==> config.mk <==
export PLATFORM = sky130hd
export DESIGN_NAME = lvct_ram
export DESIGN_NICKNAME = d
export VERILOG_FILES = /design/src/lvct_ram.sv
export SDC_FILE = /design/constraint.sdc
export NUM_CORES = 1
export LEC_CHECK = 0
export BUFFER_PORTS_ARGS = -buffer_cell sky130_fd_sc_hd__buf_2
export CORE_MARGIN = 3
export CORE_UTILIZATION = 60
export CTS_CLUSTER_SIZE = 8
export DETAILED_ROUTE_END_ITERATION = 7
export PLACE_DENSITY_LB_ADDON = 0.3
export SETUP_SLACK_MARGIN = 0.3
export SYNTH_ARGS = -nofsm -noshare
export SYNTH_HDL_FRONTEND = slang
export SYNTH_SLANG_ARGS = --single-unit
==> constraint.sdc <==
create_clock -name clk -period 2.25 [get_ports clk]
set_input_delay 0.3375 -clock clk [delete_from_list [all_inputs] [get_ports clk]]
set_output_delay 0.3375 -clock clk [all_outputs]
set_load 0.02 [all_outputs]
==> src/lvct_ram.sv <==
module lvct_ram #(
	parameter int WIDTH = 8,
	parameter int DEPTH = 16
) (
	input  logic                     clk,
	input  logic                     we,
	input  logic [$clog2(DEPTH)-1:0] waddr,
	input  logic [WIDTH-1:0]         wdata,
	input  logic                     re,
	input  logic [$clog2(DEPTH)-1:0] raddr,
	output logic [WIDTH-1:0]         rdata
);

	logic [WIDTH-1:0] mem [DEPTH];

	// A read at the address being written returns the old contents.
	always_ff @(posedge clk) begin
		if (we) begin
			mem[waddr] <= wdata;
		end
		if (re) begin
			rdata <= mem[raddr];
		end
	end

endmodule

==> parameters.txt <==
Parameter                              Value

Floorplan
  Horizontal die dimension ... 99.3 um
  Area of the core ... 8340 um^2
  Die Ht ... 99.3 um
  I/O pins ... 27
  Total Die Area ... between 9000 and 10000 um^2
  Initial standard-cell utilization of the core ... 0.627
  Number of core rows ... 33

STA
  Clock Skews ... approximately 0.006 ns
  Hold Violations, Final ... 0
  Period utilization ... 0.713
  Time the worst path needs with I/O delays and setup ... 1.60 ns
  Setup TNS ... 0 ns
  Post-Route Hold Slack ... 0.205 ns
  Pins Over Slew Limit ... 0
  Slew at the pin with the worst max-slew slack ... between 0.7 and 0.8 ns
  Max Clk Rate ... just over 600 MHz
  Setup repair after global routing missed its margin ... no
  Worst relative slew slack ... 0.474
  Number of setup violations in the final report ... 0

Pwr
  Peak ir drop on the vdd network ... between 0.5 and 0.6 mV
  Power density normalized to cell area ... around 960 nW/um^2
  Leakage power of the design ... approximately 0.0021 uW

Global route
  All-Layer GR Usage ... 0.224
  Overall overflow remaining after global route ... 0
  Maximum number of pins on one net before global-route repair ... 33
  Wire length of the first global-routing pass ... 15300 um
  Antenna violations before repair ... 0
  Via count of the first global-routing pass ... ~2600

Clock network
  Clock root cell ... sky130_fd_sc_hd__clkbuf_8
  Max clock buf depth ... 2
  Buffer count from post-CTS setup fixing ... 0
  Clock tree from TritonCTS ... built
  TritonCTS buffer count ... 17
  Reg clk slew, reported paths ... 0.06 ns
  Gates resized, CTS repair ... 0
  Worst-Skew Late Latency ... about 0.50 ns
  Total of hold buffers inserted after clock tree synthesis ... 0
  Clock H-tree levels ... 4
  Clock sink count ... 136

Routing
  Total via count after detailed routing ... about 2500
  Via-to-Cell Ratio ... ~6.3
  Post-Route WL ... 10100 um
  Detailed router's first-iteration violation count ... approximately 220
  Wirelength per Cell ... approximately 25 um
  Total DRC errors in the routed layout ... 0
  TritonRoute pass-1 iters ... 4
  Antenna-violating nets left ... 0

Synth
  Seq cells post-synth ... 136
  Mapped Avg Cell Area ... approximately 23 um^2
  Synth cell types ... 18
  Seq/Total Area, Yosys ... 0.781
  Library cell occupying the most area in the post-synthesis netlist ... sky130_fd_sc_hd__edfxtp_1
  Portion of synthesized cell area occupied by the leading cell type ... 0.781
  Post-Synthesis Net Count ... between 200 and 250
  Mapped Cells ... ~230
  Post-synth design cell area ... approximately 5200 um^2
  Top cells by area, synth ... sky130_fd_sc_hd__edfxtp_1, sky130_fd_sc_hd__mux4_2, sky130_fd_sc_hd__mux4_1
  Ys Warns ... 0

Worst setup path
  Setup Crit Path Kind ... flop to flop
  Sort of element at the start of the critical path ... flop
  Beginning of the critical path ... mem[1][2]$_DFFE_PP_
  Worst path required time ... approximately 2.5 ns
  Startpoint of the worst register-to-register path ... mem[1][2]$_DFFE_PP_
  Internal reg-to-reg setup slack ... 0.65 ns
  Crit. End Element ... flop
  Arrival time at the worst endpoint ... ~1.8 ns
  Largest fanout of any net on the critical path ... 1

Min path
  Worst Hold Class ... input port to flop
  Start point of the worst min-delay path ... re

Final layout
  Total Nets Final ... 303
  Proportion of layout cells with a drive suffix above 1 ... 0.316
  Ant diodes ... 0
  Count of fill cells added during filler insertion ... around 460
  Synthesis-to-layout area growth ... 18.1%
  Commonest non-fill, non-tap cell in the layout ... sky130_fd_sc_hd__edfxtp_1
  Commonest cells after routing, fill and taps aside ... sky130_fd_sc_hd__edfxtp_1, sky130_fd_sc_hd__buf_2, sky130_fd_sc_hd__mux4_2, sky130_fd_sc_hd__buf_4

Placed design
  Final estimated routing congestion in global placement ... roughly 0.77
  Input/output buffers ... 26
  DP Wirelength ... slightly above 6000 um

Status
  Status ... completed

Run
  Max Cap Violations ... 0
-- state kept, by name, summed over array words and instances, names as in the netlist --
signal,count
mem,128
rdata,8
-- layer usage --
| layer | routed length (um) | part of all wire | global-route usage |
|---|---|---|---|
| met1 | 4380 | 0.43 | 0.330 |
| met2 | 4670 | 0.46 | 0.325 |
| met3 | 847 | 0.084 | 0.0624 |
| met4 | 236 | 0.023 | 0.0914 |
| met5 | 0 | 0 | 0 |
-- where the power goes --
group	switching (uW)	internal, uW
Sequential	15.4	2860
Clock	965	1790
Combinational	170	113
Total	1150	4750
-- through the flow --
| step | instance area (um^2) | utilization | total power (uW) | setup WS [ns] | instances |
|---|---|---|---|---|---|
| after floorplan | 5230 | - | 3080 | 0.420 | 229 |
| after global placement | 5580 | 0.669 | 3190 | 0.348 | 370 |
| after detailed placement | 5580 | 0.669 | 3200 | 0.315 | 370 |
| after CTS | 6180 | 0.740 | 5940 | 0.652 | 402 |
| after global routing | 6180 | 0.740 | 6080 | 0.615 | 402 |
| final | 6180 | 0.740 | 5910 | 0.646 | 402 |
-- kinds of logic after synthesis --
logic type      share of synthesized area
flops                               0.781
simple gates                       0.0314
buf+inv                            0.0165
mux                                 0.148
compound gates                     0.0230
-- synth_stat cells --
cell type                         number
sky130_fd_sc_hd__nand3_1               1
sky130_fd_sc_hd__nor3_1                4
sky130_fd_sc_hd__buf_4                 1
sky130_fd_sc_hd__nand3b_1              2
sky130_fd_sc_hd__clkdlybuf4s25_2       3
sky130_fd_sc_hd__and2b_1               1
sky130_fd_sc_hd__mux4_1               14
sky130_fd_sc_hd__buf_6                 3
sky130_fd_sc_hd__and2_1                1
sky130_fd_sc_hd__edfxtp_1            136
sky130_fd_sc_hd__or3b_2                1
sky130_fd_sc_hd__nand2b_1              2
sky130_fd_sc_hd__nor2_1               13
sky130_fd_sc_hd__nand2_1               9
sky130_fd_sc_hd__a22oi_1              16
sky130_fd_sc_hd__nor2b_1               1
sky130_fd_sc_hd__mux4_2               18
sky130_fd_sc_hd__buf_2                 3
-- area by class of cell --
class	instances	area [um^2]	area share
clock inverters	14	180	0.0292
flip-flops and latches	136	4080	0.661
multi-input cells	83	1060	0.171
clock buffers	18	418	0.0677
well taps	105	131	0.0213
repair buffers	46	305	0.0494
-- path summary, 6_finish.rpt --
check / to / depth (start not counted)
max: rdata[2]$_DFFE_PP_ / 3
min: rdata[6]$_DFFE_PP_ / 1
max reg2reg: rdata[2]$_DFFE_PP_ / 3
min reg2reg: rdata[0]$_DFFE_PP_ / 3
-- critical path, stage by stage (launching register included) --
cell,delay [ns]
sky130_fd_sc_hd__edfxtp_1,0.37
sky130_fd_sc_hd__mux4_1,0.52
sky130_fd_sc_hd__a22oi_1,0.32
sky130_fd_sc_hd__nand2_1,0.13
(Power assumes the default switching activity.)
